$ cat src/sv/eacf_pkg.sv
// Package for the edge-aware color fixup block: sizes, pixel and window types,
// opcodes, register indexes and the control word passed from the sequencer.
// No dependencies; all files but eacf_if and eacf_ram import it.
package eacf_pkg;

    // Largest row that the line buffers hold, and the edge magnitude width kept.
    localparam int MAX_WIDTH  = 1024;
    localparam int MAX_HEIGHT = 4096;
    localparam int MIN_DIM    = 3;
    localparam int EDGE_BITS  = 16;

    // Derived counter and address widths.
    localparam int COL_W  = $clog2(MAX_WIDTH);
    localparam int WCNT_W = $clog2(MAX_WIDTH + 1);
    localparam int PEND_W = $clog2(MAX_WIDTH + 3);
    localparam int ROW_W  = $clog2(MAX_HEIGHT);
    localparam int HCNT_W = $clog2(MAX_HEIGHT + 1);

    // Configuration port.
    localparam int W_REG_W    = 11;
    localparam int H_REG_W    = 13;
    localparam int CFG_IDX_W  = 2;
    localparam int CFG_DATA_W = H_REG_W;

    localparam logic [CFG_IDX_W-1:0] REG_IMAGE_WIDTH  = CFG_IDX_W'(0);
    localparam logic [CFG_IDX_W-1:0] REG_IMAGE_HEIGHT = CFG_IDX_W'(1);

    // Item opcodes.
    localparam logic OP_PIXEL = 1'b0;
    localparam logic OP_DRAIN = 1'b1;

    // Window coordinates: rows from oldest line to newest, columns from newest pixel.
    localparam int WROW_TOP = 0;
    localparam int WROW_MID = 1;
    localparam int WROW_BOT = 2;
    localparam int WCOL_NEW = 0;
    localparam int WCOL_CTR = 1;
    localparam int WCOL_OLD = 2;

    typedef struct packed {
        logic [7:0] r;
        logic [7:0] g;
        logic [7:0] b;
    } t_rgb;

    typedef struct packed {
        t_rgb                 c;
        logic [EDGE_BITS-1:0] e;
    } t_pix;

    localparam int PIX_W = $bits(t_pix);

    typedef t_pix [2:0][2:0] t_win;

    // Decision taken for an item when it is accepted.
    typedef struct packed {
        logic             pixel;
        logic             emit;
        logic             interior;
        logic             drain_win;
        logic             row_end;
        logic             frame_end;
        logic [COL_W-1:0] addr;
    } t_acc_info;

endpackage

$ cat src/sv/eacf_select.sv
// Correction logic for an interior window: finds the opposite-neighbor pair with
// the largest color distance, picks the endpoint nearer the center and replaces
// the center when its edge is stronger. Depends on eacf_pkg.
module eacf_select import eacf_pkg::*; (
    input  t_win i_win,
    output t_rgb o_rgb
);

    localparam int DIST_W = $clog2(3 * 255 + 1);

    // Directions in priority order.
    localparam logic [1:0] DIR_DOWN  = 2'd0;
    localparam logic [1:0] DIR_RIGHT = 2'd1;
    localparam logic [1:0] DIR_DNRT  = 2'd2;
    localparam logic [1:0] DIR_UPRT  = 2'd3;

    function automatic logic [7:0] abs_diff(input logic [7:0] a, input logic [7:0] b);
        return (a > b) ? 8'(a - b) : 8'(b - a);
    endfunction

    function automatic logic [DIST_W-1:0] color_dist(input t_rgb a, input t_rgb b);
        return DIST_W'(abs_diff(a.r, b.r)) + DIST_W'(abs_diff(a.g, b.g))
             + DIST_W'(abs_diff(a.b, b.b));
    endfunction

    t_pix              ctr;
    t_pix              end_a [4];
    t_pix              end_b [4];
    t_pix              pick  [4];
    logic [DIST_W-1:0] pair_d [4];
    logic              repl  [4];
    logic [1:0]        win01;
    logic [1:0]        win23;
    logic [1:0]        best;

    // Endpoints of each direction around the center.
    always_comb begin
        ctr              = i_win[WROW_MID][WCOL_CTR];
        end_a[DIR_DOWN]  = i_win[WROW_BOT][WCOL_CTR];
        end_b[DIR_DOWN]  = i_win[WROW_TOP][WCOL_CTR];
        end_a[DIR_RIGHT] = i_win[WROW_MID][WCOL_NEW];
        end_b[DIR_RIGHT] = i_win[WROW_MID][WCOL_OLD];
        end_a[DIR_DNRT]  = i_win[WROW_BOT][WCOL_NEW];
        end_b[DIR_DNRT]  = i_win[WROW_TOP][WCOL_OLD];
        end_a[DIR_UPRT]  = i_win[WROW_TOP][WCOL_NEW];
        end_b[DIR_UPRT]  = i_win[WROW_BOT][WCOL_OLD];
    end

    // Per-direction distances, nearer endpoint and replace decision, in parallel.
    always_comb begin
        for (int k = 0; k < 4; k++) begin
            pair_d[k] = color_dist(end_a[k].c, end_b[k].c);
            pick[k]   = (color_dist(end_a[k].c, ctr.c) <= color_dist(end_b[k].c, ctr.c))
                      ? end_a[k] : end_b[k];
            repl[k]   = (ctr.e > pick[k].e);
        end
    end

    // Two-level maximum; the earlier direction wins ties at each level.
    always_comb begin
        win01 = (pair_d[DIR_RIGHT] > pair_d[DIR_DOWN]) ? DIR_RIGHT : DIR_DOWN;
        win23 = (pair_d[DIR_UPRT] > pair_d[DIR_DNRT]) ? DIR_UPRT : DIR_DNRT;
        best  = (pair_d[win23] > pair_d[win01]) ? win23 : win01;
        o_rgb = repl[best] ? pick[best].c : ctr.c;
    end

endmodule

$ cat config.mk
export PLATFORM = sky130hd
export DESIGN_NAME = eacf_select
export DESIGN_NICKNAME = d
export VERILOG_FILES = /design/src/sv/eacf_pkg.sv /design/src/sv/eacf_select.sv
export SDC_FILE = /design/constraint.sdc
export NUM_CORES = 2
export LEC_CHECK = 0
export BUFFER_PORTS_ARGS = -buffer_cell sky130_fd_sc_hd__buf_2
export CAP_MARGIN = 15
export CORE_ASPECT_RATIO = 1.5
export CORE_UTILIZATION = 30
export DETAILED_ROUTE_END_ITERATION = 12
export GPL_TIMING_DRIVEN = 0
export MAX_ROUTING_LAYER = met4
export PLACE_DENSITY_LB_ADDON = 0.12
export REMOVE_ABC_BUFFERS = 1
export SYNTH_ARGS = -nofsm -noshare
export SYNTH_HDL_FRONTEND = slang
export SYNTH_SLANG_ARGS = --single-unit
$ cat constraint.sdc
create_clock -name vclk -period 32.9
set_input_delay 4.935 -clock vclk [all_inputs]
set_output_delay 4.935 -clock vclk [all_outputs]
set_load 0.01 [all_outputs]
After elaboration in Yosys (flattened, before gate mapping)
Index checks and enable logic that the tools add are counted.
{"block": "classes", "n_addsub": 96, "n_bitwise": 3, "muxes": 56, "order_cmp": 50}
{"operator": "subtractor 8 bit", "n": 72}
{"operator": "> comparator 8 bit", "n": 36}
{"operator": "two-way mux 8 bit", "n": 36}
{"operator": "two-way mux 40 bit", "n": 6}
{"operator": "adder 9 x 8 -> 10 bit", "n": 12}
{"operator": "adder 8 x 8 -> 9 bit", "n": 12}
{"operator": "binary-select mux 40 bit (select 2 bit)", "n": 1}
{"operator": "> comparator 16 bit", "n": 4}
{"operator": "binary-select mux 10 bit (select 2 bit)", "n": 2}
{"operator": "<= comparator 10 bit", "n": 4}
{"operator": "two-way mux 10 bit", "n": 4}
{"operator": "> comparator 10 bit", "n": 3}
{"operator": "two-way mux 24 bit", "n": 1}
{"operator": "greater-or-equal comparator 3 bit (second input constant)", "n": 3}
{"operator": "inverter 2 -> 3 bit", "n": 2}
{"operator": "two-way mux 1 bit", "n": 4}
{"operator": "inverter 1 -> 3 bit", "n": 1}
{"operator": "binary-select mux 1 bit (select 2 bit)", "n": 1}
{"operator": "two-way mux 2 bit", "n": 1}
{"block": "word_totals", "regBits": 0, "word_cells": 205, "in_bits": 360}

Depth between registers and ports, before layout
{"block": "logic_depth", "word_depth": 17, "mapped_depth": 42}

Worst setup path before layout
Ideal clock, no wire load.
{"block": "synth_timing", "kind": "input port to output port", "startpoint": "input i_win[144] (netlist name)", "endpoint": "output o_rgb[10] (netlist name)", "path_stages": 38, "path_slack_ns": 15.640, "required_ns": 27.965, "arrival_ns": 12.325, "n_path_buf": 5, "cell_sequence": "inv_1 ha_1 inv_1 fa_1 nand3_1 a21oi_1 o32ai_1 buf_2 mux2_2 fa_1 ha_1 fa_1 a21oi_1 nor2_1 nor2_1 o21bai_1 a21oi_1 nor2b_1 [... 2 more ...] and4_1 and3_1 and3_1 a31oi_4 buf_4 clkbuf_1 nor2_1 a21oi_1 ha_1 and4_1 o2111a_1 a2111oi_2 a31oi_2 nor2b_1 clkbuf_1 clkbuf_1 a221oi_1 mux2i_1"}
{"item": "start, declared", "line_no": "eacf_select.sv:5", "source": "input t_win i_win,"}
{"item": "end, declared", "line_no": "eacf_select.sv:6", "source": "output t_rgb o_rgb"}

==> results.toml <==
[global_routing]
track_usage = 0.256
gr-total-overflow = 0
antenna_found_initial = 34
grt_pass1_vias = 29700
grt_pass1_wl_um = 196000
grt_max_degree = 27

[finish]
nNetsFinal = 5473
nClkBuffers = 0
final_layout_size_suffix_gt1_frac = 0.126
nFlopsAndLatches = 0
final-seq-area_um2 = 0
final_common_cell = "ha_1"
area_growth_pct = 11.8
layout_common_cells = "ha_1 (758), inv_1 (565), buf_2 (385)"

[place]
portBuffers = 384
gp_congestion = 0.934
dp_hpwl_um = 120000

[critical_path]
cp_slowest_cell = "mux2_2"
cp_slowest_stage_delay_ns = 0.95
worst-endpoint-required_ns = 27.96
worstSetupPathType = "input pin to primary output"
cpMostUsedCell = "a21oi_1"
end_kind = "primary output"
arrival_ns = 16.04
cp-start-kind = "input pin"
critPathMaxFanout = 24

[yosys]
synth_warnings = 0
mappedNetlistArea_um2 = 32100
syn_inst = 3847
ys_seq_area_frac = 0
avgSynthCellArea_um2 = 8.34
ys_types = 62

[die]
die_y_um = 403
die_w_um = 269
initial_core_util = 0.304
dieArea_um2 = 108000
io_pins = 384
rows = 146
core_area_um2 = 106000

[job]
cap_violations = 0

[sta]
worstMarginPinSlew_ns = 1.10
fmax_mhz = 47.7
hold_viol = 0
post-route-min-period_ns = 20.97
finalSetupViolations = 0
rsz0062_at_grt = "false"
fin_crit_sh = 0.638
tns_ns = 0
max_slew_margin = 0.267
slew_violations = 0

[clocking]
post_cts_resized = 0
holdBufCountCts = 0
postCtsSetupBuffers = 0

[route]
drc = 0
initialDrtViolationCount = 1580
wl_per_cell_um = 24.6
drtPass1Iterations = 7
avgViaCountPerCell = 5.23
ant_nets = 0
wirelength_um = 138000
dr_total_vias = 29300

[worst_hold_path]
hp-class = "input pin to primary output"

[status]
status = "finished clean"
## layout make-up
type	count	area, µm²
inverter	566	2120
timing repair buffer	401	2220
multi-input combinational	3206	29700
fill	11400	69900
antenna	24	60.1
tap	1406	1760
## cells in the mapped netlist, drive strengths merged (26+ instances only)
master | n | area share
ha | 758 | 0.30
inv | 566 | 0.066
mux2i | 370 | 0.12
a21oi | 283 | 0.044
fa | 180 | 0.11
nand2 | 170 | 0.020
xnor2 | 158 | 0.043
nor2 | 151 | 0.018
o21ai | 125 | 0.019
a21o | 119 | 0.028
mux2 | 110 | 0.039
nand4 | 101 | 0.020
xor2 | 92 | 0.025
a211oi | 68 | 0.016
buf | 62 | 0.012
nand3 | 55 | 0.0086
o21bai | 54 | 0.013
nor2b | 32 | 0.0062
o21a | 32 | 0.0075
a31oi | 31 | 0.0069
o32ai | 28 | 0.015
a21boi | 26 | 0.0061
o31ai | 26 | 0.0061
## logic make-up (layout without fill, tap and decap cells)
| group | Yosys count | count (layout) | synth area share |
|---|---|---|---|
| and+or+nand+nor | 607 | 607 | 0.0921 |
| adders and majority gates | 938 | 938 | 0.408 |
| muxes | 480 | 480 | 0.154 |
| xor gates and xnor gates | 250 | 250 | 0.0682 |
| AOI/OAI and AO/OA | 931 | 931 | 0.199 |
| other | 0 | 24 | 0 |
| buffers and inverters | 641 | 967 | 0.0793 |
## per-stage QoR
| step | hold WS, ns | util | setup WS (ns) | cells | area [µm²] |
|---|---|---|---|---|---|
| after floorplan | 10.20 | - | 13.26 | 3772 | 31700 |
| after global placement | 10.51 | 0.334 | 6.97 | 5562 | 35400 |
| after detailed placement | 10.51 | 0.339 | 11.88 | 5579 | 35800 |
| after CTS | 10.52 | 0.339 | 11.86 | 5579 | 35800 |
| after global routing | 10.54 | 0.339 | 11.34 | 5597 | 35900 |
| final | 10.50 | 0.339 | 11.93 | 5603 | 35900 |
## worst paths after layout
| kind | startpoint | end | slack (ns) | cells past startpoint |
|---|---|---|---|---|
| worst max-delay path | i_win[185] | o_rgb[5] | 11.93 | 37 |
| worst min-delay path | i_win[78] | o_rgb[22] | 10.50 | 5 |
## routing by layer
layer | vias up | global-route usage | wire, µm
li1 | 14400 | - | -
met4 | 0 | 0.0888 | 5620
met2 | 707 | 0.462 | 70500
met3 | 168 | 0.0198 | 5920
met1 | 14100 | 0.294 | 55900
met5 | - | - | 0
## worst max-delay path: cells and delay by family
family / cells / cell delay [ns]
compound gates: 17 / 3.73
xor+xnor: 2 / 0.65
fa+ha+maj: 5 / 1.82
buf+inv: 7 / 2.39
mux: 4 / 2.12
simple gates: 2 / 0.28
