`config.mk`:
```
export PLATFORM = sky130hd
export DESIGN_NAME = eacf_window
export DESIGN_NICKNAME = d
export VERILOG_FILES = /design/src/sv/eacf_pkg.sv /design/src/sv/eacf_window.sv
export SDC_FILE = /design/constraint.sdc
export NUM_CORES = 1
export LEC_CHECK = 0
export BUFFER_PORTS_ARGS = -buffer_cell sky130_fd_sc_hd__buf_2
export CAP_MARGIN = 30
export CORE_UTILIZATION = 30
export DETAILED_ROUTE_END_ITERATION = 12
export GPL_ROUTABILITY_DRIVEN = 0
export SLEW_MARGIN = 30
export SYNTH_ARGS = -nofsm -noshare
export SYNTH_HDL_FRONTEND = slang
export SYNTH_SLANG_ARGS = --single-unit
```
`constraint.sdc`:
```
create_clock -name i_clk -period 0.8 [get_ports i_clk]
set_input_delay 0.16 -clock i_clk [delete_from_list [all_inputs] [get_ports i_clk]]
set_output_delay 0.16 -clock i_clk [all_outputs]
set_load 0.005 [all_outputs]
```
`src/sv/eacf_pkg.sv`:
```
// Package for the edge-aware color fixup block: sizes, pixel and window types,
// opcodes, register indexes and the control word passed from the sequencer.
// No dependencies; all files but eacf_if and eacf_ram import it.
package eacf_pkg;

    // Largest row that the line buffers hold, and the edge magnitude width kept.
    localparam int MAX_WIDTH  = 1024;
    localparam int MAX_HEIGHT = 4096;
    localparam int MIN_DIM    = 3;
    localparam int EDGE_BITS  = 16;

    // Derived counter and address widths.
    localparam int COL_W  = $clog2(MAX_WIDTH);
    localparam int WCNT_W = $clog2(MAX_WIDTH + 1);
    localparam int PEND_W = $clog2(MAX_WIDTH + 3);
    localparam int ROW_W  = $clog2(MAX_HEIGHT);
    localparam int HCNT_W = $clog2(MAX_HEIGHT + 1);

    // Configuration port.
    localparam int W_REG_W    = 11;
    localparam int H_REG_W    = 13;
    localparam int CFG_IDX_W  = 2;
    localparam int CFG_DATA_W = H_REG_W;

    localparam logic [CFG_IDX_W-1:0] REG_IMAGE_WIDTH  = CFG_IDX_W'(0);
    localparam logic [CFG_IDX_W-1:0] REG_IMAGE_HEIGHT = CFG_IDX_W'(1);

    // Item opcodes.
    localparam logic OP_PIXEL = 1'b0;
    localparam logic OP_DRAIN = 1'b1;

    // Window coordinates: rows from oldest line to newest, columns from newest pixel.
    localparam int WROW_TOP = 0;
    localparam int WROW_MID = 1;
    localparam int WROW_BOT = 2;
    localparam int WCOL_NEW = 0;
    localparam int WCOL_CTR = 1;
    localparam int WCOL_OLD = 2;

    typedef struct packed {
        logic [7:0] r;
        logic [7:0] g;
        logic [7:0] b;
    } t_rgb;

    typedef struct packed {
        t_rgb                 c;
        logic [EDGE_BITS-1:0] e;
    } t_pix;

    localparam int PIX_W = $bits(t_pix);

    typedef t_pix [2:0][2:0] t_win;

    // Decision taken for an item when it is accepted.
    typedef struct packed {
        logic             pixel;
        logic             emit;
        logic             interior;
        logic             drain_win;
        logic             row_end;
        logic             frame_end;
        logic [COL_W-1:0] addr;
    } t_acc_info;

endpackage

```
`src/sv/eacf_window.sv`:
```
// 3x3 pixel window: three columns of registers that shift by one column per
// pixel item, fed by the new pixel and the two line buffer outputs.
// Depends on eacf_pkg.
module eacf_window import eacf_pkg::*; (
    input  logic i_clk,
    input  logic i_shift,
    input  t_pix i_top,
    input  t_pix i_mid,
    input  t_pix i_bot,
    output t_win o_win
);

    t_win r_win, n_win;

    // Shift older columns right and load the newest column.
    always_comb begin
        n_win = r_win;
        if (i_shift) begin
            for (int row = 0; row < 3; row++) begin
                n_win[row][WCOL_OLD] = r_win[row][WCOL_CTR];
                n_win[row][WCOL_CTR] = r_win[row][WCOL_NEW];
            end
            n_win[WROW_TOP][WCOL_NEW] = i_top;
            n_win[WROW_MID][WCOL_NEW] = i_mid;
            n_win[WROW_BOT][WCOL_NEW] = i_bot;
        end
    end

    always_ff @(posedge i_clk) begin
        r_win <= n_win;
    end

    assign o_win = r_win;

endmodule

```
Yosys cells after proc, flatten, opt, wreduce, memory -nomap -nowiden:

Cells that the tools add are included.

* register bits: 360
* bits of input ports: 122
* logic and storage cells: 36

Logic depth before layout (Yosys ltp):

Gate-level depths: netlist (run 1).

* depth after elaboration: 0
* depth in mapped cells: 0
* depth with buffers taken out: 0

Least setup slack after synthesis (run 1):

OpenSTA, ideal clock, no wires.

* kind: reg2reg
* start: reg r_win (netlist bit o_win[60])
* end: reg r_win (netlist bit o_win[100]), data pin
* arrival: 0.369 ns
* data required time: 0.522 ns
* setup slack: 0.152 ns
* cell stages (with the launch flop): 1
* path buffers: 0
* path through: edfxtp_1

RTL lines
* start: declaration: RTL line eacf_window.sv:13 `t_win r_win, n_win;`
* start signal: assignment: RTL line eacf_window.sv:30 `r_win <= n_win;`

No word-level cell between the ends.

Worst setup path in the final report (run 1):

* start: reg r_win (netlist bit o_win[6])
* end: out o_win[6] (netlist bit)

RTL lines
* end: declaration: RTL line eacf_window.sv:10 `output t_win o_win`

No word-level cell between the ends.

==> metrics.txt, run 1 <==
status=finished with violations; failing checks=setup timing; TNS Setup=-150.44 ns; CTS buffer count=38; worst setup margin=-0.515 ns; final hold violations=0; P&R area growth vs syn=64.3%; DRC violations left=0; via count=6791; CTS root buf=clkbuf_16; wire length per cell=about 17 um; final slew viol count=0; dpl hpwl=19.3 mm; max reg flops=360; Seq. cell area=10800 um^2; GRT Util Overall=0.142; Cell Area, Synth=about 11000 um^2; post-route cell area=around 18000 um^2; Slew @ Worst Pin=around 0.21 ns; initial antenna violation count=0; register area share after synthesis=1.00; CTS tree=built; Chip Width=192 um; max-cap violation count=0; # rows=between 60 and 70; critical-path cell list=buf_2; Synth top area share=1.00; leakage=7.42 nW; Max VDD drop=roughly 2.2 mV; Yosys reg bits=360; fmax=761 MHz; post-synth net total=482; H-tree lvl count=2; Syn. warnings=0; total power=43.2 mW; placed cells=~1300; WP buf/inv=1; clk_lat worst skew=around 0.53 ns; Placed Area=14300 um^2; post-route ant nets=0; vias in the first global route=roughly 6900; clk slew on worst S/H paths=about 0.06 ns; Finished Layout Cells=between 1500 and 2000; global-route wire length before repair=38.5 mm; Core ar.=35500 um^2; leading post-synthesis cells by cell area=edfxtp_1 100%; area leader, netlist=edfxtp_1; I/O Pins=482; path type of the worst setup path=reg2out; largest net degree at the start of global routing=27; Final setup viols=approximately 390; comb_multi_in=0; slowest stage delay, CP=about 0.45 ns; crit path launch type=flip-flop; Starting Density=0.305; crit share post-route=1.64; Final nets=about 1300; final wirelength=28.6 mm; Hold Crit Start=i_shift; die height=between 150 and 200 um; Max clock buf depth=3; multi-input logic area=0 um^2; filler instances=2865; type of the worst min-delay path=in2reg; Critical Path Sink Type=primary output; PortBufs=around 480; post-place setup slack=-0.207 ns; Clock Sinks=360; layout cells sized above 1=0.585; launch instance of the worst register-to-register path=o_win[46]; CP Launch Point=o_win[6]; count of cell types in the netlist=1; Max Clock Skew=between 0.009 and 0.01 ns; Pwr Density=around 2400 nW/um^2; syn_area_per_cell=30.0 um^2; Slew headroom=0.858; Starting DRT DRC Count=between 200 and 250; most common cell after layout, fill and taps aside=buf_2; vias per inst=between 4 and 5; Synth Instances=360; peak fanout along the critical path=2; most frequent cells in the layout=476 x buf_2, 360 x edfxtp_1, 134 x buf_4; Crit path max-delay family=flip-flops; highest-delay cell along the critical path=edfxtp_1; antenna cells=0; CP arrival=between 1 and 1.5 ns; total global routing overflow=0; setup repair after global routing missed its margin=yes; min Tclk post-route=1.31 ns; CP Data Required Time=0.64 ns; area of the die=about 37000 um^2; Initial DRT Pass Iterations=4
-- metrics by stage --
stage | hold slack (ns) | utilization
3_3_place_gp | 0.336 | 0.402
2_1_floorplan | 0.259 | -
5_1_grt | 0.0459 | 0.500
4_1_cts | 0.0357 | 0.489
6_report | 0.0622 | 0.500
3_5_place_dp | 0.338 | 0.402
-- final cells by class --
class	instances	area share
clock inverter	15	0.00585
timing repair buffer	775	0.293
tap	461	0.0325
clock buffer	51	0.0599
sequential	360	0.609
-- Yosys cell counts (all sizes together) --
master  number
edfxtp     360
-- final timing paths --
path,cells after the start,end,slack (ns)
worst min-delay path,2,o_win[88],0.06
worst min register to register,0,o_win[106],0.44
worst max-delay path,1,o_win[6],-0.51
worst max register to register,2,o_win[86],-0.10
-- metal layers --
metal  up-vias  global-route usage  share of wire
met3        71              0.0512          0.092
li1       3117                   -              -
met5         -                   0              0
met2       352               0.239           0.50
met4         0              0.0763          0.036
met1      3251               0.156           0.37
-- kinds of logic after synthesis --
kind of cell  share of synthesized area
DFF                                1.00
-- what timing repair did --
action                                 in CTS  in global routing
setup buffers                              92                 48
gates resized for setup                     6                 28
endpoints found under the hold margin     129                  0
hold buffers                              121                  0
setup endpoints to repair                 360                389
-- power breakdown --
part	leakage [nW]	internal (mW)	switching [mW]	total [mW]
combinational	3.33	2.19	1.49	3.68
sequential	3.52	22.3	0.614	23.0
clock	0.563	9.65	6.90	16.6
Note: power is estimated with default switching activity, not from simulation.
==> inputs of run 2 (changes only) <==
--- a/config.mk
+++ b/config.mk
@@ -7,9 +7,11 @@
 export LEC_CHECK = 0
 export BUFFER_PORTS_ARGS = -buffer_cell sky130_fd_sc_hd__buf_2
 export CAP_MARGIN = 30
+export CORE_MARGIN = 10
 export CORE_UTILIZATION = 30
 export DETAILED_ROUTE_END_ITERATION = 12
 export GPL_ROUTABILITY_DRIVEN = 0
+export SKIP_LAST_GASP = 1
 export SLEW_MARGIN = 30
 export SYNTH_ARGS = -nofsm -noshare
 export SYNTH_HDL_FRONTEND = slang
==> metrics.txt, run 2 (synthesis results as in run 1) <==
launch instance of the worst register-to-register path=o_win[149]; setup repair after global routing missed its margin=yes; crit path launch type=flip-flop; CP arrival=1.15 ns (about the same); most common cell after layout, fill and taps aside=buf_2; min Tclk post-route=1.31 ns (-0.00794 ns); CP Data Required Time=0.64 ns (about the same); H-tree lvl count=2 (unchanged); Max Clock Skew=0.0210 ns (+0.0119 ns); final wirelength=31.7 mm (+11%); WHS Path Cells=2 (unchanged); final slew viol count=0 (unchanged); post-route ant nets=0 (unchanged); clk_lat worst skew=0.54 ns (about the same); antenna cells=0 (unchanged); P&R area growth vs syn=61.8%; Pwr Density=2460 nW/um^2 (+1.2%); Final nets=1279 (-1.4%); WHS Endpoint=o_win[24]; area of the die=44000 um^2 (+20%); dpl hpwl=22.9 mm (+18%); failing checks=setup timing; max-cap violation count=0 (unchanged); global-route wire length before repair=44.9 mm (+17%); vias in the first global route=7182 (+3.7%); type of the worst min-delay path=in2reg; DRC violations left=0 (unchanged); leakage=7.30 nW (-1.5%); Initial DRT Pass Iterations=4 (unchanged); Max VDD drop=2.70 mV (+22%); multi-input logic area=0 um^2 (unchanged); layout cells sized above 1=0.585 (about the same); crit share post-route=1.63 (-0.00992); Slew @ Worst Pin=0.201 ns (-0.0109 ns); Starting DRT DRC Count=325 (+41%); CTS buffer count=37 (-2.6%); wire length per cell=19.3 um (+12%); clk slew on worst S/H paths=0.06 ns (about the same); peak fanout along the critical path=2 (unchanged); Crit path max-delay family=flip-flops; final hold violations=0 (unchanged); via count=6736 (-0.81%); r2r endpoint=o_win[189]; Final setup viols=393 (+1.6%); fmax=765 MHz (+0.61%); GRT Util Overall=0.134 (-0.00827); status=finished with violations; largest net degree at the start of global routing=27 (unchanged); Max clock buf depth=3 (unchanged); path type of the worst setup path=reg2out; die height=210 um (+9.4%); Hold Crit Start=i_shift; # rows=69 (unchanged); PortBufs=481 (unchanged); CTS root buf=clkbuf_16; filler instances=2899 (+1.2%); initial antenna violation count=1 (+1); cells on worst reg2reg path=2 (unchanged); I/O Pins=482 (unchanged); critical-path cell list=buf_2; total global routing overflow=0 (unchanged); CTS tree=built; Clock Sinks=360 (unchanged); slowest stage delay, CP=0.43 ns (-0.02 ns); post-place setup slack=-0.175 ns (+0.0318 ns); Chip Width=210 um (+9.4%); vias per inst=4.11 (+0.58%); total power=43.1 mW (-0.27%); highest-delay cell along the critical path=edfxtp_1; max reg flops=360 (unchanged); Slew headroom=0.866 (+0.00726); R2R Setup Slk=-0.10 ns (about the same); Seq. cell area=10800 um^2 (unchanged); most frequent cells in the layout=478 x buf_2, 360 x edfxtp_1, 139 x buf_4; Core ar.=35600 um^2 (+0.24%); WP buf/inv=1 (unchanged); worst setup margin=-0.507 ns (+0.00794 ns); Starting Density=0.304 (-0.000739); Critical Path Sink Type=primary output; comb_multi_in=0 (unchanged)
[run 2: cell count changes in the layout (fill, tap and decap cells not counted), sizes merged]
cell         delta
buf            -16
bufinv          +2
clkbuf          -7
clkinvlp        -2
dlygate4sd3     -1
inv             +1
[run 2: layout make-up]
cell class	instances	area share
clock inverter	16	0.00937
timing repair buffer	758	0.283
tap	461	0.0330
clock buffer	44	0.0569
sequential	360	0.618
[run 2: repair_timing]
action	CTS	global route
resized for setup	4	10
setup buffers	78	58
hold buffers	120	0
endpoints found under the hold margin	120	0
setup endpoints to repair	360	391
[run 2: how the worst max path moves through the flow]
stage	start	end	slack [ns]	cells after the start
floorplan	o_win[60]	o_win[100]	0.15	0
global placement	i_shift	o_win[315]	-0.17	3
detailed placement	i_shift	o_win[345]	-0.18	3
CTS	o_win[197]	o_win[197]	-0.56	1
global route	o_win[59]	o_win[59]	-0.56	1
finish	o_win[59]	o_win[59]	-0.51	1
[run 2: report_power, final]
part | total, mW | leakage (nW) | switching (mW) | internal (mW)
clock network | 16.5 | 0.573 | 6.69 | 9.81
logic | 3.59 | 3.20 | 1.53 | 2.06
registers | 23.0 | 3.52 | 0.636 | 22.3
[run 2: through the flow]
step                      hold WS (ns)  std cells   util  setup TNS [ns]  instance area [um^2]
after floorplan                  0.259        360      -               0                 10800
after CTS                      0.00598       1598  0.482         -168.08                 17100
after detailed placement         0.338       1340  0.399          -48.22                 14200
final                           0.0446       1639  0.492         -151.42                 17500
after global routing            0.0194       1639  0.492         -172.28                 17500
after global placement           0.336       1340  0.399          -46.92                 14200
[run 2: routing by layer]
layer  routed length, um  part of all wire  up-vias  global-route usage
li1                    -                 -     3073                   -
met1               11200              0.35     3261               0.141
met2               16600              0.52      335               0.231
met3                2940             0.093       65              0.0540
met4                 873             0.028        2              0.0573
met5                  12           0.00038        -                   0
==> inputs of run 3 (changes only) <==
--- a/config.mk
+++ b/config.mk
@@ -11,7 +11,6 @@
 export CORE_UTILIZATION = 30
 export DETAILED_ROUTE_END_ITERATION = 12
 export GPL_ROUTABILITY_DRIVEN = 0
-export SKIP_LAST_GASP = 1
 export SLEW_MARGIN = 30
 export SYNTH_ARGS = -nofsm -noshare
 export SYNTH_HDL_FRONTEND = slang
==> metrics.txt, run 3 (synthesis results as in run 1) <==
Hold Crit Start=i_shift; P&R area growth vs syn=62.3%; Critical Path Sink Type=primary output; dpl hpwl=22.9 mm (unchanged); Initial DRT Pass Iterations=4 (unchanged); WP buf/inv=1 (unchanged); WHS Path Cells=2 (unchanged); setup repair after global routing missed its margin=yes; critical-path cell list=buf_2; crit share post-route=1.63 (about the same); most common cell after layout, fill and taps aside=buf_2; CTS root buf=clkbuf_16; Max clock buf depth=3 (unchanged); max-cap violation count=0 (unchanged); CP Launch Point=o_win[59]; fmax=766 MHz (about the same); Pwr Density=2460 nW/um^2 (-0.26%); initial antenna violation count=1 (unchanged); Final nets=1279 (unchanged); total global routing overflow=0 (unchanged); type of the worst min-delay path=in2reg; R2R Setup Slk=-0.08 ns (+0.02 ns); Slew @ Worst Pin=0.201 ns (-0.000782 ns); highest-delay cell along the critical path=edfxtp_1; Clock Sinks=360 (unchanged); path type of the worst setup path=reg2out; CTS buffer count=37 (unchanged); global-route wire length before repair=44.9 mm (unchanged); TNS Setup=-151.08 ns (+0.340 ns); min Tclk post-route=1.31 ns (-0.000450 ns); peak fanout along the critical path=2 (unchanged); I/O Pins=482 (unchanged); Final setup viols=393 (unchanged); comb_multi_in=0 (unchanged); vias per inst=4.10 (-0.25%); failing checks=setup timing; crit path launch type=flip-flop; Max VDD drop=2.69 mV (-0.36%); r2r endpoint=o_win[225]; worst setup margin=-0.506 ns (+0.000450 ns); CP arrival=1.15 ns (about the same); Slew headroom=0.866 (about the same); final hold violations=0 (unchanged); post-route ant nets=0 (unchanged); cells on worst reg2reg path=2 (unchanged); die height=210 um (unchanged); post-route cell area=17500 um^2 (+0.32%); DRC violations left=0 (unchanged); leakage=7.32 nW (+0.26%); most frequent cells in the layout=478 x buf_2, 360 x edfxtp_1, 124 x buf_4; area of the die=44000 um^2 (unchanged); CP Data Required Time=0.64 ns (about the same); final slew viol count=0 (unchanged); status=finished with violations; launch instance of the worst register-to-register path=o_win[185]; WHS Endpoint=o_win[24]; final wirelength=31.7 mm (about the same); wire length per cell=19.3 um (about the same); layout cells sized above 1=0.585 (unchanged); Layout Utilization=0.493 (+0.00158); slowest stage delay, CP=0.43 ns (about the same); H-tree lvl count=2 (unchanged); Placed Area=14200 um^2 (unchanged); max reg flops=360 (unchanged); Max Clock Skew=0.0193 ns (-0.00169 ns); CTS tree=built; Starting Density=0.304 (unchanged); clk_lat worst skew=0.54 ns (about the same); multi-input logic area=0 um^2 (unchanged); post-place setup slack=-0.175 ns (unchanged); antenna cells=0 (unchanged); via count=6719 (-0.25%); largest net degree at the start of global routing=27 (unchanged); PortBufs=481 (unchanged); Chip Width=210 um (unchanged); vias in the first global route=7182 (unchanged); Starting DRT DRC Count=296 (-8.9%); total power=43.1 mW (about the same); Crit path max-delay family=flip-flops; GRT Util Overall=0.134 (unchanged); # rows=69 (unchanged); Core ar.=35600 um^2 (unchanged); clk slew on worst S/H paths=0.06 ns (about the same)
run 3: cell counts in the layout (fill, tap and decap cells not counted):
No cell type changed its count.
run 3: per-stage QoR:
stage	cells	hold slack (ns)
CTS	1598	0.00598
floorplan	360	0.259
global placement	1340	0.336
global route	1639	0.0194
detailed placement	1340	0.338
finish	1639	0.0445
run 3: layout make-up:
type                  instances  area [um^2]
clock buffer                 44          995
clock inverter               16          164
fill                       2892        18000
sequential                  360        10800
tap                         461          577
timing repair buffer        758         5000
run 3: worst max path at each step:
| stage | to | slack [ns] | cells past startpoint |
|---|---|---|---|
| after floorplan | o_win[100] | 0.15 | 0 |
| after CTS | o_win[197] | -0.56 | 1 |
| final | o_win[59] | -0.51 | 1 |
| after global placement | o_win[315] | -0.17 | 3 |
| after detailed placement | o_win[345] | -0.18 | 3 |
| after global routing | o_win[59] | -0.56 | 1 |
run 3: timing repair:
item | 4_1_cts | 5_1_grt
endpoints found under the setup margin | 360 | 391
gates cloned | 0 | 0
hold buffers | 120 | 0
resized for setup | 4 | 25
buffers inserted | 78 | 58
endpoints found under the hold margin | 120 | 0
run 3: metal layers:
layer | GRT usage | vias up | wire, um
li1 | - | 3074 | -
met3 | 0.0540 | 65 | 2940
met2 | 0.231 | 317 | 16600
met5 | 0 | - | 12
met1 | 0.141 | 3261 | 11300
met4 | 0.0573 | 2 | 874
run 3: power by group:
| group | switching, mW | internal [mW] | leakage (nW) |
|---|---|---|---|
| sequential | 0.636 | 22.3 | 3.52 |
| combinational | 1.54 | 2.09 | 3.22 |
| clock | 6.67 | 9.81 | 0.573 |
| total | 8.84 | 34.2 | 7.32 |
