File: src/sv/eacf_ram.sv
// Generic simple dual-port RAM: one write port, one read port with registered,
// read-first output that holds while the read enable is low. No dependencies.
module eacf_ram #(
    parameter int WIDTH = 8,
    parameter int DEPTH = 16
) (
    input  logic                     i_clk,
    input  logic                     i_we,
    input  logic [$clog2(DEPTH)-1:0] i_waddr,
    input  logic [WIDTH-1:0]         i_wdata,
    input  logic                     i_re,
    input  logic [$clog2(DEPTH)-1:0] i_raddr,
    output logic [WIDTH-1:0]         o_rdata
);

    logic [WIDTH-1:0] r_mem [DEPTH];
    logic [WIDTH-1:0] r_rdata;

    // Storage write and registered read.
    always_ff @(posedge i_clk) begin
        if (i_we) begin
            r_mem[i_waddr] <= i_wdata;
        end
        if (i_re) begin
            r_rdata <= r_mem[i_raddr];
        end
    end

    assign o_rdata = r_rdata;

endmodule

File: config.mk
export PLATFORM = sky130hd
export DESIGN_NAME = eacf_ram
export DESIGN_NICKNAME = d
export VERILOG_FILES = /design/src/sv/eacf_ram.sv
export SDC_FILE = /design/constraint.sdc
export NUM_CORES = 1
export LEC_CHECK = 0
export ABC_AREA = 1
export BUFFER_PORTS_ARGS = -buffer_cell sky130_fd_sc_hd__buf_2
export CORE_MARGIN = 3
export CORE_UTILIZATION = 45
export DETAILED_ROUTE_END_ITERATION = 6
export PLACE_DENSITY = 0.61
export SLEW_MARGIN = 15
export SYNTH_ARGS = -nofsm -noshare
export SYNTH_HDL_FRONTEND = slang
export SYNTH_SLANG_ARGS = --single-unit
File: constraint.sdc
create_clock -name i_clk -period 1.5 [get_ports i_clk]
set_clock_uncertainty 0.15 [all_clocks]
set_input_delay 0.45 -clock i_clk [delete_from_list [all_inputs] [get_ports i_clk]]
set_output_delay 0.45 -clock i_clk [all_outputs]
set_load 0.005 [all_outputs]
Word level (Yosys, flattened, before mapping):

Memories as Yosys holds them, arrays and structs flattened. A register that Yosys moved wholly into a read port is not among the register bits.
Index checks and enable logic that the tools add are counted.

* bits in registers: 0
* input port bits: 19
* output and inout port bits: 8
* memory bits (writable): 128
* logic and storage cells: 3
* memories: 1

Memory list
* r_mem: depth 16, bits a word 8, read ports 1, clocked after Yosys merged registers in 1, wr ports 1, line 16 `logic [WIDTH-1:0] r_mem [DEPTH];`

* mux-type cells: 2

Operator list (count)
* $mux W1: 2

Logic depth before layout (Yosys ltp):

Gate-level depths: netlist of run 1.

* depth in word-level cells: 2
* depth in mapped cells: 8
* depth with buffers taken out: 7

Worst setup path after synthesis of run 1:

OpenSTA, ideal clock, no wires.

* kind: input -> register
* from: input port i_waddr[3]
* to: memory r_mem[4][0], enable pin
* arrival: 1.031 ns
* data required time: 0.980 ns
* stages on the path: 2
* path buffers: 0
* setup time: 0.370 ns
* setup slack: -0.051 ns
* cells stage by stage: nand3b_1 -> nor2_1

RTL lines
* from (decl): line 9 `input logic [$clog2(DEPTH)-1:0] i_waddr,`
* to (decl): line 16

No word-level cell before the write port.

Final worst setup path of run 1:

* from: register r_rdata[3], in the netlist o_rdata[3] (read register of r_mem)
* to: output port o_rdata[3]

RTL lines
* from (decl): line 17 `logic [WIDTH-1:0] r_rdata;`
* to (decl): line 13 `output logic [WIDTH-1:0] o_rdata`

No word-level cell between the ends.

==> results.json, run 1 <==
{
  "cts_root_buffer": "clkbuf_16",
  "yosysUniqueCellTypes": 11,
  "synth_seq_area_share": 0.698,
  "io_buffers": 26,
  "grt_max_degree": 48,
  "cts_made_buffers": 17,
  "cp_cell_sequence": "buf_2",
  "core_mm2": 0.0127,
  "violations": "setup timing",
  "synthCells": 551,
  "fmax_mhz": 628,
  "cts_max_path_buffers": 2,
  "wl_per_cell_um": 17.1,
  "die_x_um": 120,
  "area_growth_pct": 18.3,
  "crit_family": "flip-flops",
  "cts_resized": 0,
  "crit_path_end_kind": "primary output",
  "reg2reg_from": "r_mem[8][5]",
  "min_period_ps": 1590,
  "hpwl_um": 8850,
  "worstPathMaxFanout": 1,
  "place.gp.congestion": 0.846,
  "cts_setup_buffers": 0,
  "yosysWarnings": 0,
  "drive_above_1_share": 0.142,
  "dieArea_mm2": 0.0144,
  "path_buf_inv": 1,
  "fin_nets": 624,
  "first_iter_violations": 400,
  "hold_viol": 0,
  "layout_commonest_cell": "nand2_1",
  "antenna_cells": 0,
  "pwr_density_cell_mw_per_mm2": 1240,
  "initial_core_util": 0.461,
  "startpoint": "o_rdata[3]",
  "rsz0062_at_grt": "yes",
  "slew_headroom": 0.738,
  "leakagePower_nw": 2.99,
  "grt_pass1_vias": 3908,
  "hold_path_class": "input port to register",
  "syn_nets": 570,
  "rows": 41,
  "vias": 3888,
  "period_share": 1.06,
  "clk_pin_slew_ps": 60,
  "status": "complete, but fails checks",
  "drt-total-wl_um": 13500,
  "cts_tree": "done",
  "fin_ws_ps": -92.5,
  "grt_overflow": 0,
  "crit_path_top_delay_cell": "edfxtp_1",
  "die_h_um": 120,
  "maxSlewViolCount": 0,
  "syn-cell-area_mm2": 0.00585,
  "required_ps": 900,
  "post-place-ws_ps": -316,
  "ys_ff_latch": 136,
  "peakVddDrop_uv": 703,
  "drc": 0,
  "final_cell_mix": "nand2_1, edfxtp_1, inv_1",
  "drt_pass1_iterations": 5,
  "final_cell_area_mm2": 0.00692,
  "clkLatencyLatePin_ps": 420,
  "arrival_ps": 990,
  "setup_viol": 7,
  "synth.avg_cell_area_um2": 10.6,
  "maxCapViolations": 0,
  "nFillCells": 1126,
  "clock-sinks": 136,
  "htreeDepth": 4,
  "placed_area_mm2": 0.00639,
  "worst_pin_slew_ps": 394,
  "grt_usage": 0.203,
  "post_drt_via_cell_ratio": 4.92,
  "hp-start": "i_re",
  "ant_nets": 0,
  "startpoint_type": "register",
  "path_class": "register to primary output",
  "grt_pass1_wl_um": 21500,
  "cp_slowest_stage_delay_ps": 430,
  "ioPinCount": 27,
  "grt_antenna_before_repair": 0
}
==> where the power goes <==
| group | internal (mW) | leakage [nW] | total, mW | switching [mW] |
|---|---|---|---|---|
| Clock | 2.23 | 0.255 | 3.68 | 1.45 |
| Sequential | 4.28 | 1.24 | 4.31 | 0.0257 |
| Combinational | 0.191 | 1.50 | 0.565 | 0.374 |
| Total | 6.71 | 2.99 | 8.56 | 1.85 |
==> synth_stat cells <==
| cell | instances | area share |
|---|---|---|
| nand2_1 | 173 | 0.11 |
| edfxtp_1 | 136 | 0.70 |
| inv_1 | 100 | 0.064 |
| nand3_1 | 97 | 0.083 |
| nor2_1 | 17 | 0.011 |
| buf_2 | 13 | 0.011 |
| buf_6 | 6 | 0.012 |
| buf_4 | 4 | 0.0051 |
| inv_2 | 2 | 0.0013 |
| nand3b_1 | 2 | 0.0026 |
| buf_1 | 1 | 0.00064 |
==> metrics by stage <==
stage / hold WS (ps) / instances / setup TNS [ps] / total power, mW / util
6_report: 263 / 790 / -337 / 8.56 / 0.546
5_1_grt: 252 / 790 / -665 / 8.87 / 0.546
3_3_place_gp: 578 / 758 / -12410 / 4.95 / 0.505
2_1_floorplan: 399 / 551 / -4120 / 4.68 / -
4_1_cts: 253 / 790 / -503 / 8.62 / 0.546
3_5_place_dp: 580 / 758 / -13590 / 4.96 / 0.505
==> per-layer routing <==
layer  share of wire  global-route usage  vias up
met1            0.43               0.276     1842
met4           0.027              0.0945        0
met2            0.47               0.309      132
met3           0.065              0.0514       22
li1                -                   -     1892
met5               0                   0        -
==> cell type report <==
type                            instances  area (um^2)  area share
Sequential cell                       136         4080       0.591
Multi-Input combinational cell        289         1220       0.177
Timing Repair Buffer                   59          490      0.0709
Clock buffer                           20          437      0.0631
Inverter                              102          383      0.0554
Tap cell                              172          215      0.0311
Clock inverter                         12         85.1      0.0123
==> registers in the layout (all words and copies together) (netlist names) <==
signal / cells
o_rdata: 8
r_mem: 128
==> repair_timing <==
item                                    CTS  global route
pin swaps                                 0             0
hold buffers                              0             0
endpoints found under the setup margin    8             8
endpoints found under the hold margin     0             0
==> final timing paths <==
| check | depth (start not counted) | end | slack [ps] |
|---|---|---|---|
| max | 1 | o_rdata[3] | -90 |
| min | 1 | o_rdata[1] | 260 |
| max reg2reg | 6 | o_rdata[5] | 220 |
| min reg2reg | 6 | o_rdata[1] | 590 |
==> kinds of logic after synthesis <==
family | Yosys count | synth area share
simple gates | 289 | 0.208
flops | 136 | 0.698
buf+inv | 126 | 0.0939
No activity file was read; power rests on OpenSTA's default activity.
==> run 2, diff against run 1 <==
--- a/config.mk
+++ b/config.mk
@@ -11,7 +11,8 @@
 export CORE_UTILIZATION = 45
 export DETAILED_ROUTE_END_ITERATION = 6
 export PLACE_DENSITY = 0.61
-export SLEW_MARGIN = 15
+export REMOVE_ABC_BUFFERS = 1
 export SYNTH_ARGS = -nofsm -noshare
 export SYNTH_HDL_FRONTEND = slang
 export SYNTH_SLANG_ARGS = --single-unit
+export TNS_END_PERCENT = 20
==> run 2 against run 1 <==
Effect of this change: the run still ends with setup timing left; critical path depth did not move; global-route usage fell by 1.5 points; non-clock buffer count fell by 1; largest power group unchanged; sequential power barely moved; die area did not move; combinational power fell by 3.9%; total power rose by 3.6%.
==> results.json, run 2 (synthesis results as in run 1) <==
{
  "grt_overflow": 0,
  "grt_pass1_vias": 3886,
  "drt-total-wl_um": 12700,
  "final-instance-count-excl-fill": 789,
  "cts_resized": 0,
  "comb_power_share": 0.061,
  "drt_pass1_iterations": 5,
  "peakVddDrop_uv": 699,
  "maxSlewViolCount": 0,
  "final_cell_mix": "nand2_1, edfxtp_1, inv_1",
  "pwr-share-clk": 0.452,
  "drive_above_1_share": 0.139,
  "drt-met1-wl_um": 5490,
  "crit_family": "flip-flops",
  "status": "complete, but fails checks",
  "cts_max_path_buffers": 2,
  "final_cell_area_mm2": 0.00694,
  "post_drt_via_cell_ratio": 4.86,
  "cts_made_buffers": 17,
  "arrival_ps": 1030,
  "required_ps": 900,
  "top_layer": "met4",
  "grt_antenna_before_repair": 0,
  "dieArea_mm2": 0.0144,
  "setup_viol": 7,
  "cp_slowest_stage_delay_ps": 460,
  "cp_cell_sequence": "buf_2",
  "pwr_density_cell_mw_per_mm2": 1280,
  "startpoint_type": "register",
  "fin_ws_ps": -129,
  "core_mm2": 0.0127,
  "largest_reg_flops": 128,
  "layout_commonest_cell": "nand2_1",
  "initial_core_util": 0.461,
  "clkLatencyLatePin_ps": 400,
  "clk_pin_slew_ps": 50,
  "route.met3.wl_um": 543,
  "rows": 41,
  "drc": 0,
  "hpwl_um": 8370,
  "hold_viol": 0,
  "p_int_mw": 7.06,
  "hold_path_class": "input port to register",
  "p_seq_frac": 0.486,
  "fmax_mhz": 614,
  "path_class": "register to primary output",
  "rsz0062_at_grt": "yes",
  "cts_root_buffer": "clkbuf_16",
  "fin_nets": 623,
  "placed_area_mm2": 0.00637,
  "die_x_um": 120,
  "crit_path_top_delay_cell": "edfxtp_1",
  "ctsHoldBuffers": 0,
  "min_period_ps": 1630,
  "vias": 3837,
  "place.gp.congestion": 0.844,
  "grt_usage": 0.189,
  "first_iter_violations": 292,
  "met2_length_um": 6480,
  "worst_pin_slew_ps": 349,
  "grt_pass1_wl_um": 20400,
  "crit_path_end_kind": "primary output",
  "slew_headroom": 0.768,
  "ant_nets": 0,
  "power_switching_mw": 1.81,
  "leakagePower_nw": 3.01,
  "grt_max_degree": 33,
  "dpl.cell_count": 757,
  "wl_per_cell_um": 16.1,
  "swShare": 0.204,
  "io_buffers": 26,
  "worstPathMaxFanout": 1,
  "ioPinCount": 27,
  "violations": "setup timing",
  "maxCapViolations": 0,
  "htreeDepth": 4,
  "die_h_um": 120,
  "largest_register": "r_mem",
  "antenna_cells": 0,
  "area_growth_pct": 18.6,
  "tns_ps": -397,
  "clock-sinks": 136,
  "cts_setup_buffers": 0,
  "cts_tree": "done",
  "period_share": 1.09,
  "path_buf_inv": 1
}
==> run 2: layout make-up <==
type / count / area [um^2]
multi-input cells: 289 / 1210
fillers: 1101 / 5730
clock buffers: 21 / 440
well taps: 172 / 215
inverters: 102 / 383
flip-flops and latches: 136 / 4080
repair buffers: 58 / 470
clock inverters: 11 / 130
==> run 2: worst paths after layout <==
| path | to | slack [ps] | cells after the start | start |
|---|---|---|---|---|
| max | o_rdata[1] | -130 | 1 | o_rdata[1] |
| min | r_mem[8][0] | 290 | 1 | i_wdata[0] |
| max reg2reg | o_rdata[1] | 240 | 6 | r_mem[5][1] |
| min reg2reg | o_rdata[1] | 590 | 6 | r_mem[12][1] |
==> run 2: metrics by stage <==
| stage | util | total power [mW] | setup WS (ps) | hold WS [ps] |
|---|---|---|---|---|
| after CTS | 0.547 | 8.94 | -149 | 277 |
| after global placement | 0.502 | 4.93 | -259 | 577 |
| final | 0.547 | 8.87 | -129 | 287 |
| after floorplan | - | 4.61 | -221 | 399 |
| after detailed placement | 0.502 | 4.94 | -277 | 567 |
| after global routing | 0.547 | 9.17 | -155 | 269 |
==> run 2: power groups by stage <==
stage	registers (mW)	clock network [mW]	logic [mW]
after floorplan	4.38	0	0.230
after global placement	4.39	0	0.540
after detailed placement	4.39	0	0.546
after CTS	4.31	4.08	0.551
after global routing	4.32	4.24	0.613
final	4.31	4.01	0.543
==> run 2: layer usage <==
layer	global-route usage	vias to the layer above
met4	0.0723	0
met2	0.314	90
li1	-	1887
met5	0	-
met1	0.242	1850
met3	0.0424	10
==> run 3, diff against run 2 <==
--- a/config.mk
+++ b/config.mk
@@ -7,6 +7,7 @@
 export LEC_CHECK = 0
 export ABC_AREA = 1
 export BUFFER_PORTS_ARGS = -buffer_cell sky130_fd_sc_hd__buf_2
+export CORE_ASPECT_RATIO = 1.75
 export CORE_MARGIN = 3
 export CORE_UTILIZATION = 45
 export DETAILED_ROUTE_END_ITERATION = 6
==> constraint.sdc (replaced) <==
create_clock -name i_clk -period 1.4 [get_ports i_clk]
set_clock_uncertainty 0.15 [all_clocks]
set_input_delay 0.14 -clock i_clk [delete_from_list [all_inputs] [get_ports i_clk]]
set_output_delay 0.14 -clock i_clk [all_outputs]
set_load 0.005 [all_outputs]
==> run 3 against run 2 <==
Effect of this change: the flow now finishes without violations; via count is 1.0% higher; sequential share of layout area is 0.81 points higher; non-clock buffer count is 4 lower.
==> results.json, run 3 (synthesis results as in run 1) <==
{
  "ioPinCount": 27,
  "layout_commonest_cell": "nand2_1",
  "drt-total-wl_um": 13300,
  "startpoint_type": "register",
  "drt_pass1_iterations": 4,
  "pwr-share-clk": 0.446,
  "whs_endpoint": "r_mem[8][0]",
  "post_drt_via_cell_ratio": 4.96,
  "wl_per_cell_um": 17.0,
  "place.gp.congestion": 0.830,
  "setup_viol": 0,
  "htreeDepth": 4,
  "seq_area_mm2": 0.00408,
  "grt_max_degree": 56,
  "grt_usage": 0.198,
  "die_x_um": 92.2,
  "grt_antenna_before_repair": 0,
  "min_period_ps": 1310,
  "path_class": "register to register",
  "final-instance-count-excl-fill": 781,
  "initial_core_util": 0.465,
  "drc": 0,
  "maxSlewViolCount": 0,
  "hp-start": "i_wdata[0]",
  "crit_path_end_kind": "register",
  "power_mw": 9.37,
  "dieArea_mm2": 0.0145,
  "rows": 54,
  "clk_pin_slew_ps": 60,
  "peakVddDrop_uv": 785,
  "largest_register": "r_mem",
  "worstHoldPathCells": 1,
  "status": "finished, final reports clean",
  "cts_made_buffers": 17,
  "cts_max_path_buffers": 2,
  "ant_nets": 0,
  "cts_setup_buffers": 0,
  "final_cell_mix": "nand2_1, edfxtp_1, inv_1",
  "pwr_density_cell_mw_per_mm2": 1370,
  "cts_tree": "done",
  "rsz0062_at_grt": "no",
  "reg2reg_slack_ps": 90,
  "nFillCells": 1099,
  "grt_overflow": 0,
  "grt_pass1_vias": 3940,
  "period_share": 0.934,
  "clock-sinks": 136,
  "maxCapViolations": 0,
  "antenna_cells": 0,
  "largest_reg_flops": 128,
  "required_ps": 1410,
  "comb_power_share": 0.061,
  "first_iter_violations": 288,
  "slew_headroom": 0.585,
  "worstPathMaxFanout": 1,
  "reg2reg_from": "r_mem[5][0]",
  "grt_pass1_wl_um": 20900,
  "hold_path_class": "input port to register",
  "p_seq_frac": 0.493,
  "die_h_um": 157,
  "arrival_ps": 1320,
  "fin_nets": 619,
  "r2r_cells": 6,
  "finish.utilization": 0.545,
  "r2r-end": "o_rdata[0]",
  "p_int_mw": 7.36,
  "swShare": 0.214,
  "fmax_mhz": 765,
  "hold_viol": 0,
  "hpwl_um": 8520,
  "cts_root_buffer": "clkbuf_16",
  "core_mm2": 0.0126,
  "leakagePower_nw": 2.96,
  "worst_pin_slew_ps": 621,
  "dpl.cell_count": 746,
  "io_buffers": 26,
  "vias": 3876,
  "clkLatencyLatePin_ps": 410,
  "area_growth_pct": 17.0,
  "multiInputGateArea_mm2": 0.00122,
  "drive_above_1_share": 0.135,
  "power_switching_mw": 2.00
}
==> run 3: changes by cell type in the layout (fill, tap and decap cells not counted) <==
cell           before  now
nand3_2             0    1
clkinvlp_4          1    3
inv_6               0    1
buf_4              24   22
dlygate4sd3_1       0    3
nand3_1            97   96
bufinv_16           3    2
clkbuf_1            4    1
clkinv_4            0    1
buf_12              8    3
==> run 3: how the worst max path moves through the flow <==
stage	depth (start not counted)	endpoint	startpoint	slack [ps]
floorplan	6	o_rdata[2]	i_raddr[0]	-10
global placement	6	o_rdata[7]	i_raddr[1]	-130
detailed placement	6	o_rdata[4]	i_raddr[1]	-150
CTS	6	o_rdata[4]	r_mem[5][4]	70
global route	6	o_rdata[7]	r_mem[2][7]	20
finish	6	o_rdata[0]	r_mem[5][0]	90
==> run 3: area by class of cell <==
type / instances / area share
sequential: 136 / 0.597
multi-input combinational: 289 / 0.178
clock buffer: 18 / 0.0627
timing repair buffer: 54 / 0.0563
inverter: 102 / 0.0560
tap: 168 / 0.0307
clock inverter: 14 / 0.0194
==> run 3: critical path: stages, from the launching register on <==
cell and delay (ps):
edfxtp_1 350, inv_1 70, nand2_1 50, nand3_1 80
nand3_1 160, nand3_1 140, nand2_1 60
==> run 3: timing repair <==
item	in CTS	in global routing
endpoints found under the setup margin	0	1
hold buffers	3	0
endpoints found under the hold margin	21	0
gates resized for setup	0	1
==> run 3: power by group through the flow <==
| stage | logic, mW | registers [mW] | clock network [mW] |
|---|---|---|---|
| 5_1_grt | 0.642 | 4.62 | 4.40 |
| 3_5_place_dp | 0.571 | 4.70 | 0 |
| 2_1_floorplan | 0.246 | 4.69 | 0 |
| 3_3_place_gp | 0.568 | 4.70 | 0 |
| 4_1_cts | 0.581 | 4.62 | 4.22 |
| 6_report | 0.573 | 4.61 | 4.18 |
==> run 3: stage by stage <==
stage / worst slack [ps] / TNS [ps] / cell area (um^2) / hold WS, ps
final: 93.1 / 0 / 6840 / 11.3
after global routing: 17.6 / 0 / 6840 / 10.2
after CTS: 68.3 / 0 / 6840 / 11.2
after detailed placement: -151 / -790 / 6250 / 361
after global placement: -127 / -765 / 6250 / 363
after floorplan: -10.6 / -38.8 / 5680 / 88.9
==> run 3: per-layer routing <==
metal | vias to the layer above | wire length, um | GRT usage
met5 | - | 0 | 0
met4 | 0 | 384 | 0.0971
met3 | 22 | 653 | 0.0351
met2 | 126 | 7060 | 0.353
met1 | 1851 | 5190 | 0.229
li1 | 1877 | - | -
